File: src/hdl/wes_pkg.sv
// Shared types and constants for the wave equation stencil step block.
// Used by every module under hdl; depends on nothing.
`default_nettype none

package wes_pkg;

	// Fixed field widths
	localparam int VAL_W       = 32;
	localparam int COEF_W      = 24;
	localparam int GRID_SIZE_W = 11;
	localparam int CFG_W       = 24;
	localparam int POS_W       = 10;
	localparam int IDX_W       = 2;

	// Register reset values
	localparam int               GRID_RST  = 100;
	localparam logic [COEF_W-1:0] COEF_RST = 24'd41943;
	localparam logic             FIRST_RST = 1'b0;

	// Register indexes
	typedef logic [IDX_W-1:0] reg_idx_t;
	localparam reg_idx_t REG_GRID_SIZE   = 2'd0;
	localparam reg_idx_t REG_COEFFICIENT = 2'd1;
	localparam reg_idx_t REG_FIRST_STEP  = 2'd2;

	// Arithmetic types: sample, neighbor sum, update base, Laplacian, product
	typedef logic signed [VAL_W-1:0] val_t;
	typedef logic signed [33:0]      nsum_t;
	typedef logic signed [33:0]      base_t;
	typedef logic signed [34:0]      lap_t;
	typedef logic signed [59:0]      prod_t;
	typedef logic [POS_W-1:0]        pos_t;
	typedef logic [COEF_W-1:0]       coef_t;

	localparam prod_t SAT_HI = prod_t'(64'sd2147483647);
	localparam prod_t SAT_LO = prod_t'(-64'sd2147483648);

	// Per-request control decoded at acceptance
	typedef struct packed {
		logic sample;    // writes the line memory
		logic emit;      // produces a result
		logic interior;  // stencil cell, otherwise the result is zero
		logic last;      // final cell of the frame
		pos_t row;
		pos_t col;
	} item_ctl_t;

	// One line memory word: current row, row above, previous-step sample
	typedef struct packed {
		val_t row1;
		val_t row2;
		val_t prev;
	} line_word_t;

	// Stencil operands handed to the datapath
	typedef struct packed {
		val_t up;
		val_t centre;
		val_t left;
		val_t right;
		val_t prev;
	} nbr_t;

endpackage

`default_nettype wire

File: src/hdl/wes_ctrl.sv
// Configuration registers, raster counters and per-request decode.
// Depends on wes_pkg.
`default_nettype none

module wes_ctrl #(
	parameter int GRID_MAX = 1024,
	parameter int CW       = 10
) (
	input  wire logic                        clk,
	input  wire logic                        arst_n,
	input  wire logic                        fire,
	input  wire logic                        is_flush,
	input  wire logic                        cfg_we,
	input  wire wes_pkg::reg_idx_t           cfg_index,
	input  wire logic [wes_pkg::CFG_W-1:0]   cfg_wdata,
	output wes_pkg::item_ctl_t               ctl,
	output logic [CW-1:0]                    rd_col,
	output logic [CW-1:0]                    wr_col,
	output wes_pkg::coef_t                   coefficient,
	output logic                             first_step
);

	localparam int NRst = (wes_pkg::GRID_RST > GRID_MAX) ? GRID_MAX : wes_pkg::GRID_RST;

	logic [CW-1:0] nm1_q;
	logic [CW-1:0] nm1_new;
	logic [31:0]   g32;
	wes_pkg::coef_t coef_q;
	logic          first_q;

	logic [CW-1:0] in_row_q, in_col_q, out_row_q, out_col_q;
	logic          in_full_q;

	logic take_sample, take_flush, emit;
	logic in_col_last, in_row_last, out_col_last, frame_end;

	// Clamp the written grid size to [3, GRID_MAX], kept as N-1
	always_comb begin
		g32 = 32'(cfg_wdata[wes_pkg::GRID_SIZE_W-1:0]);
		if (g32 < 32'd3) begin
			nm1_new = CW'(2);
		end else if (g32 > 32'(GRID_MAX)) begin
			nm1_new = CW'(GRID_MAX - 1);
		end else begin
			nm1_new = CW'(g32 - 32'd1);
		end
	end

	// Request decode
	always_comb begin
		take_sample  = !is_flush && !in_full_q;
		take_flush   = is_flush && in_full_q;
		emit         = (take_sample && (in_row_q != '0)) || take_flush;
		in_col_last  = (in_col_q == nm1_q);
		in_row_last  = (in_row_q == nm1_q);
		out_col_last = (out_col_q == nm1_q);
		frame_end    = emit && out_col_last && (out_row_q == nm1_q);

		ctl.sample   = take_sample;
		ctl.emit     = emit;
		ctl.interior = take_sample && (out_row_q != '0) && (out_row_q != nm1_q)
			&& (out_col_q != '0) && (out_col_q != nm1_q);
		ctl.last     = out_col_last && (out_row_q == nm1_q);
		ctl.row      = wes_pkg::pos_t'(out_row_q);
		ctl.col      = wes_pkg::pos_t'(out_col_q);

		// next column of the line memory; wraps so column 0 is preloaded
		rd_col = in_col_last ? '0 : in_col_q + CW'(1);
		wr_col = in_col_q;
	end

	// Registers and counters
	always_ff @(posedge clk or negedge arst_n) begin
		if (!arst_n) begin
			nm1_q     <= CW'(NRst - 1);
			coef_q    <= wes_pkg::COEF_RST;
			first_q   <= wes_pkg::FIRST_RST;
			in_row_q  <= '0;
			in_col_q  <= '0;
			in_full_q <= 1'b0;
			out_row_q <= '0;
			out_col_q <= '0;
		end else if (cfg_we) begin
			case (cfg_index)
				wes_pkg::REG_GRID_SIZE: begin
					nm1_q     <= nm1_new;
					in_row_q  <= '0;
					in_col_q  <= '0;
					in_full_q <= 1'b0;
					out_row_q <= '0;
					out_col_q <= '0;
				end
				wes_pkg::REG_COEFFICIENT: coef_q <= cfg_wdata[wes_pkg::COEF_W-1:0];
				wes_pkg::REG_FIRST_STEP: first_q <= cfg_wdata[0];
				default: ;
			endcase
		end else if (fire) begin
			if (take_sample) begin
				if (in_col_last) begin
					in_col_q <= '0;
					if (in_row_last) begin
						in_full_q <= 1'b1;
					end else begin
						in_row_q <= in_row_q + CW'(1);
					end
				end else begin
					in_col_q <= in_col_q + CW'(1);
				end
			end
			if (emit) begin
				if (out_col_last) begin
					out_col_q <= '0;
					out_row_q <= out_row_q + CW'(1);
				end else begin
					out_col_q <= out_col_q + CW'(1);
				end
			end
			// final cell leaves: a new frame starts
			if (frame_end) begin
				in_row_q  <= '0;
				in_col_q  <= '0;
				in_full_q <= 1'b0;
				out_row_q <= '0;
				out_col_q <= '0;
			end
		end
	end

	assign coefficient = coef_q;
	assign first_step  = first_q;

endmodule

`default_nettype wire

File: config.mk
export PLATFORM = sky130hd
export DESIGN_NAME = wes_ctrl
export DESIGN_NICKNAME = d
export VERILOG_FILES = /design/src/hdl/wes_pkg.sv /design/src/hdl/wes_ctrl.sv
export SDC_FILE = /design/constraint.sdc
export NUM_CORES = 1
export LEC_CHECK = 0
export ABC_AREA = 1
export BUFFER_PORTS_ARGS = -buffer_cell sky130_fd_sc_hd__buf_2
export CORE_MARGIN = 4
export CORE_UTILIZATION = 61
export CTS_CLUSTER_SIZE = 16
export DETAILED_ROUTE_END_ITERATION = 12
export GPL_ROUTABILITY_DRIVEN = 0
export PLACE_DENSITY = 0.87
export SLEW_MARGIN = 30
export SYNTH_ARGS = -nofsm -noshare
export SYNTH_HDL_FRONTEND = slang
export SYNTH_SLANG_ARGS = --single-unit
File: constraint.sdc
create_clock -name clk -period 5.5 [get_ports clk]
set_clock_uncertainty 0.15 [all_clocks]
set_input_delay 0.55 -clock clk [delete_from_list [all_inputs] [get_ports clk]]
set_output_delay 0.55 -clock clk [all_outputs]
set_load 0.01 [all_outputs]
## Word-level counts from Yosys, hierarchy flattened

Index checks and enable logic that the tools add are counted.

- $add $sub $neg: 5
- $lt $le $gt $ge: 2
- Eq/ne operators: 10
- Muxes and demuxes: 31
- Reduce and logical (&&, ||, !) cells: 31

Operator list:

| operator | number |
|---|---|
| two-way mux 10 bit | 24 |
| adder 10 x 1 -> 10 bit, second input constant | 4 |
| == test 10 bit | 4 |
| nonzero test 10 bit | 3 |
| != test 10 bit | 2 |
| nonzero test 3 bit | 5 |
| greater-than comparator 11 bit, second input constant | 1 |
| < comparator 11 x 2 -> 1 bit, second input constant | 1 |
| logical AND 1 bit | 10 |
| AND reduction 5 bit | 2 |
| subtractor 10 x 1 -> 10 bit, second input constant | 1 |
| two-way mux 1 bit | 7 |
| AND reduction 2 bit | 3 |
| AND reduction 3 bit | 2 |
| AND reduction 4 bit | 1 |
| != test 3 x 2 -> 1 bit, second input constant | 1 |
| == test 2 x 1 -> 1 bit, second input constant | 1 |
| == test 2 bit, second input constant | 1 |
| zero test 1 bit | 2 |
| zero test 2 bit | 1 |
| != test 2 x 1 -> 1 bit, second input constant | 1 |
| nonzero test 2 bit | 1 |
| logical OR 1 bit | 1 |

- Bits in registers: 76
- Input port bits: 31
- Output and inout port bits: 69
- Word-level logic and storage cells: 87

## Logic depth before layout (Yosys ltp)

- Depth in word-level cells: 9
- Gate-level depth with buffers: 13
- Depth with buffers taken out: 13

## Least setup slack after synthesis

No wires, ideal clock.

- Path type: flip-flop to output port
- Start: reg nm1_q[6]
- End: out ctl[21] in the netlist's numbering
- Arrival time: 1.437 ns
- Data required time: 4.800 ns
- Path slack: 3.363 ns
- Stages on the path, launching flop included: 6
- Buffers on the path: 0
- Cells stage by stage: dfstp_2 -> xor2_1 -> nor2_1 -> nand2_1 -> nor2_8 -> nor4_1

RTL lines:

| what | line | source |
|---|---|---|
| start, declared | wes_ctrl.sv:25 | `logic [CW-1:0] nm1_q;` |
| start signal, assigned | wes_ctrl.sv:75 | `nm1_q <= CW'(NRst - 1);` |
| start signal, assigned | wes_ctrl.sv:86 | `nm1_q <= nm1_new;` |
| end, declared | wes_ctrl.sv:16 | `output wes_pkg::item_ctl_t ctl,` |

## Worst setup path in the final report

- Start: in cfg_we
- End: reg in_row_q[7]

- Cells in the longest elaborated chain, start to end: 2
- Elaborated cells on any way between the ends: 7
- Classes of those cells: eq/ne: 2; mux: 1; reduce/logical: 4

RTL lines:

| what | line | source |
|---|---|---|
| start, declared | wes_ctrl.sv:13 | `input wire logic cfg_we,` |
| != test 3 x 2 -> 1 bit (no source line), or another cell as far along | -- |  |
| AND reduction 5 bit (no source line) | -- |  |
| end signal, assigned | wes_ctrl.sv:104 | `in_row_q <= in_row_q + CW'(1);` |
| end, declared | wes_ctrl.sv:31 | `logic [CW-1:0] in_row_q, in_col_q, out_row_q, out_col_q;` |

Several ways; a longest one is shown, not always the timed one.
A chain may end at the register's enable or synchronous reset.

==> flow_summary.yaml <==
outcome:
  status: "finished clean"
routing:
  drtIter0Drc: 304
  num_vias: 4740
  wire_per_inst_um: 15.3
  viasPerCell: 5.56
  first_pass_iters: 6
  final_antenna_net_count: 0
  wirelength_um: 13000
  drc: 0
worst_setup_path:
  rrSetupSlack_ns: 3.06
  crit_top_cell: "nand2_1"
  max_stage_delay_ns: 0.46
  critPathBufInv: 4
  worstPathRequired_ns: 5.64
  start_kind: "input port"
  critPathMaxFanout: 20
  end_kind: "flip-flop"
  arrival_ns: 3.13
  worstPathCellList: "buf_2 > inv_1 > nor3_4 > inv_2 > nand2_2 > nand2_1 > inv_2 > nand3_2 > nand2_4 > nand2_1 > nand2_1"
  crit_family: "simple AND/OR/NAND/NOR gates"
  slowest_stage: "nor3_4"
  crit_type: "input port to flip-flop"
global_route:
  grt_pass1_wl_um: 22000
  antenna_found_initial: 0
  grt_usage: 0.274
  grt_pass1_vias: 4646
  overflow: 0
  grt_max_degree: 63
sta:
  drv_slew: 0
  final.setup.worst_slack_ns: 2.51
  worstMarginPinSlew_ns: 0.934
  finalSetupTns_ns: 0
  maxSlewHeadroom: 0.376
  hold_violations: 0
  setup_viol: 0
  max_freq_ghz: 0.334
  rsz0062_at_grt: "false"
  fin_crit_ns: 2.99
  timing.final.crit_share: 0.544
job:
  cap_violations: 0
finish:
  drive_gt1_frac: 0.281
  final_common_cell: "nand2_1"
  syn2layout_area_growth_pct: 13.2
  antenna_cells: 0
  final_cell_mix: "nand2_1, buf_2, dfrtp_1"
  nets: 782
  fillCellCount: 654
synth:
  synthArstFlopShare: 1.00
  synth_top_flop_cell: "dfrtp_1"
  synth-edff-count: 0
  synth_area_um2: 5110
  synthCells: 655
  yosys_warnings: 0
  ys_ff_latch: 76
  syn-num-nets: 694
  syn_area_per_cell_um2: 7.80
  yosysSeqAreaShare: 0.376
  synth_cell_types: 41
floorplan:
  core-area_um2: 8180
  ios: 100
  dieWidth_um: 99.5
  row_count: 33
  die_h_um: 99.5
  die-area_um2: 9900
  start_util: 0.625
power:
  ir_worst_vdd_v: 0.000168
  power.leakage_nw: 2.94
  power_per_cell_area_nw_per_um2: 285
clocking:
  post_cts_buffers: 0
  cts.root.buffer_cell: "clkbuf_8"
  cts.sinks: 76
  cts-buffers-inserted: 9
  cts.path.max_buffers: 2
  clkLatencyLatePin_ns: 0.35
  path_clk_slew_ns: 0.09
  cts_tree: "built"
  htreeDepth: 3
place:
  port_buffers: 99
  place_hpwl_um: 9680
  preCtsSetupSlack_ns: 2.19
hold_path:
  hp-class: "input port to flip-flop"
-- synthesized netlist by cell type, types with 3 or more instances --
| cell | instances | area, um^2 |
|---|---|---|
| a21oi_1 | 5 | 25.0 |
| buf_2 | 9 | 45.0 |
| buf_4 | 3 | 22.5 |
| buf_6 | 4 | 45.0 |
| clkbuf_1 | 3 | 11.3 |
| dfrtp_1 | 62 | 1550 |
| dfstp_2 | 14 | 368 |
| ha_1 | 8 | 100 |
| inv_1 | 60 | 225 |
| inv_2 | 14 | 52.6 |
| mux2_2 | 13 | 146 |
| nand2_1 | 177 | 664 |
| nand2_2 | 5 | 31.3 |
| nand2_4 | 4 | 45.0 |
| nand3_1 | 50 | 250 |
| nand3_2 | 20 | 200 |
| nand3_4 | 3 | 52.6 |
| nand4_1 | 11 | 68.8 |
| nor2_1 | 60 | 225 |
| nor2_4 | 5 | 56.3 |
| nor3_1 | 12 | 60.1 |
| nor4_1 | 4 | 25.0 |
| o21ai_0 | 39 | 195 |
| o21ai_2 | 8 | 70.1 |
| xnor2_1 | 5 | 43.8 |
| xor2_1 | 39 | 342 |
-- area by class of cell --
cell class	count	area [um^2]	area share
Timing Repair Buffer	101	513	0.0887
Sequential cell	76	1920	0.332
Clock buffer	11	141	0.0244
Tap cell	105	131	0.0227
Clock inverter	5	60.1	0.0104
Inverter	75	284	0.0491
Multi-Input combinational cell	480	2730	0.473
-- cell families after synthesis --
family | after synthesis | synth area share
xor gates and xnor gates | 44 | 0.0755
and+or+nand+nor | 360 | 0.350
buffers and inverters | 99 | 0.0894
DFF | 76 | 0.376
AOI/OAI and AO/OA | 55 | 0.0612
adders and majority gates | 8 | 0.0196
muxes | 13 | 0.0287
-- worst reg2reg max path: stages, from the launching register on --
cell and delay [ns]:
dfrtp_1 0.40, nor2_1 0.32, nand2_1 0.44, inv_2 0.33, nand3_2 0.35, nand2_4 0.26, nand2_1 0.07, nand2_1 0.07
-- flip-flops by register name (all words and copies together), names as in the netlist --
signal	cells
nm1_q	10
wr_col	10
first_step	1
out_row_q	10
in_row_q	10
coefficient	24
in_full_q	1
out_col_q	10
-- layer usage --
| layer | up-vias | track usage | share of wire |
|---|---|---|---|
| met1 | 2255 | 0.353 | 0.41 |
| met3 | 39 | 0.0442 | 0.060 |
| li1 | 2267 | - | - |
| met5 | - | 0 | 0 |
| met2 | 179 | 0.464 | 0.50 |
| met4 | 0 | 0.108 | 0.028 |
-- through the flow --
stage / utilization / hold WS, ns / std cells / power, mW / cell area [um^2]
2_1_floorplan: - / 0.104 / 655 / 1.04 / 5110
3_3_place_gp: 0.681 / 0.314 / 836 / 1.19 / 5570
3_5_place_dp: 0.681 / 0.316 / 836 / 1.21 / 5570
4_1_cts: 0.707 / 0.265 / 853 / 1.65 / 5780
5_1_grt: 0.707 / 0.260 / 853 / 1.74 / 5780
6_report: 0.707 / 0.271 / 853 / 1.65 / 5780
-- what timing repair did --
item	CTS	global route
gates resized for setup	0	0
hold buffers	1	0
endpoints found under the hold margin	14	0
-- worst paths after layout --
| check | start | to | depth (start not counted) |
|---|---|---|---|
| max reg2reg | in_full_q | in_row_q[7] | 7 |
| min | cfg_wdata[20] | coefficient[20] | 2 |
| min in group asynchronous | arst_n | out_col_q[3] | 2 |
| max | cfg_we | in_row_q[7] | 11 |
| min reg2reg | coefficient[3] | coefficient[3] | 2 |
| max in group asynchronous | arst_n | out_row_q[5] | 3 |
-- where the power goes --
part | internal [mW] | switching, mW | leakage [nW]
clock | 0.224 | 0.218 | 0.0999
combinational | 0.180 | 0.275 | 1.88
sequential | 0.642 | 0.109 | 0.961
Power figures use the tool's default switching activity.
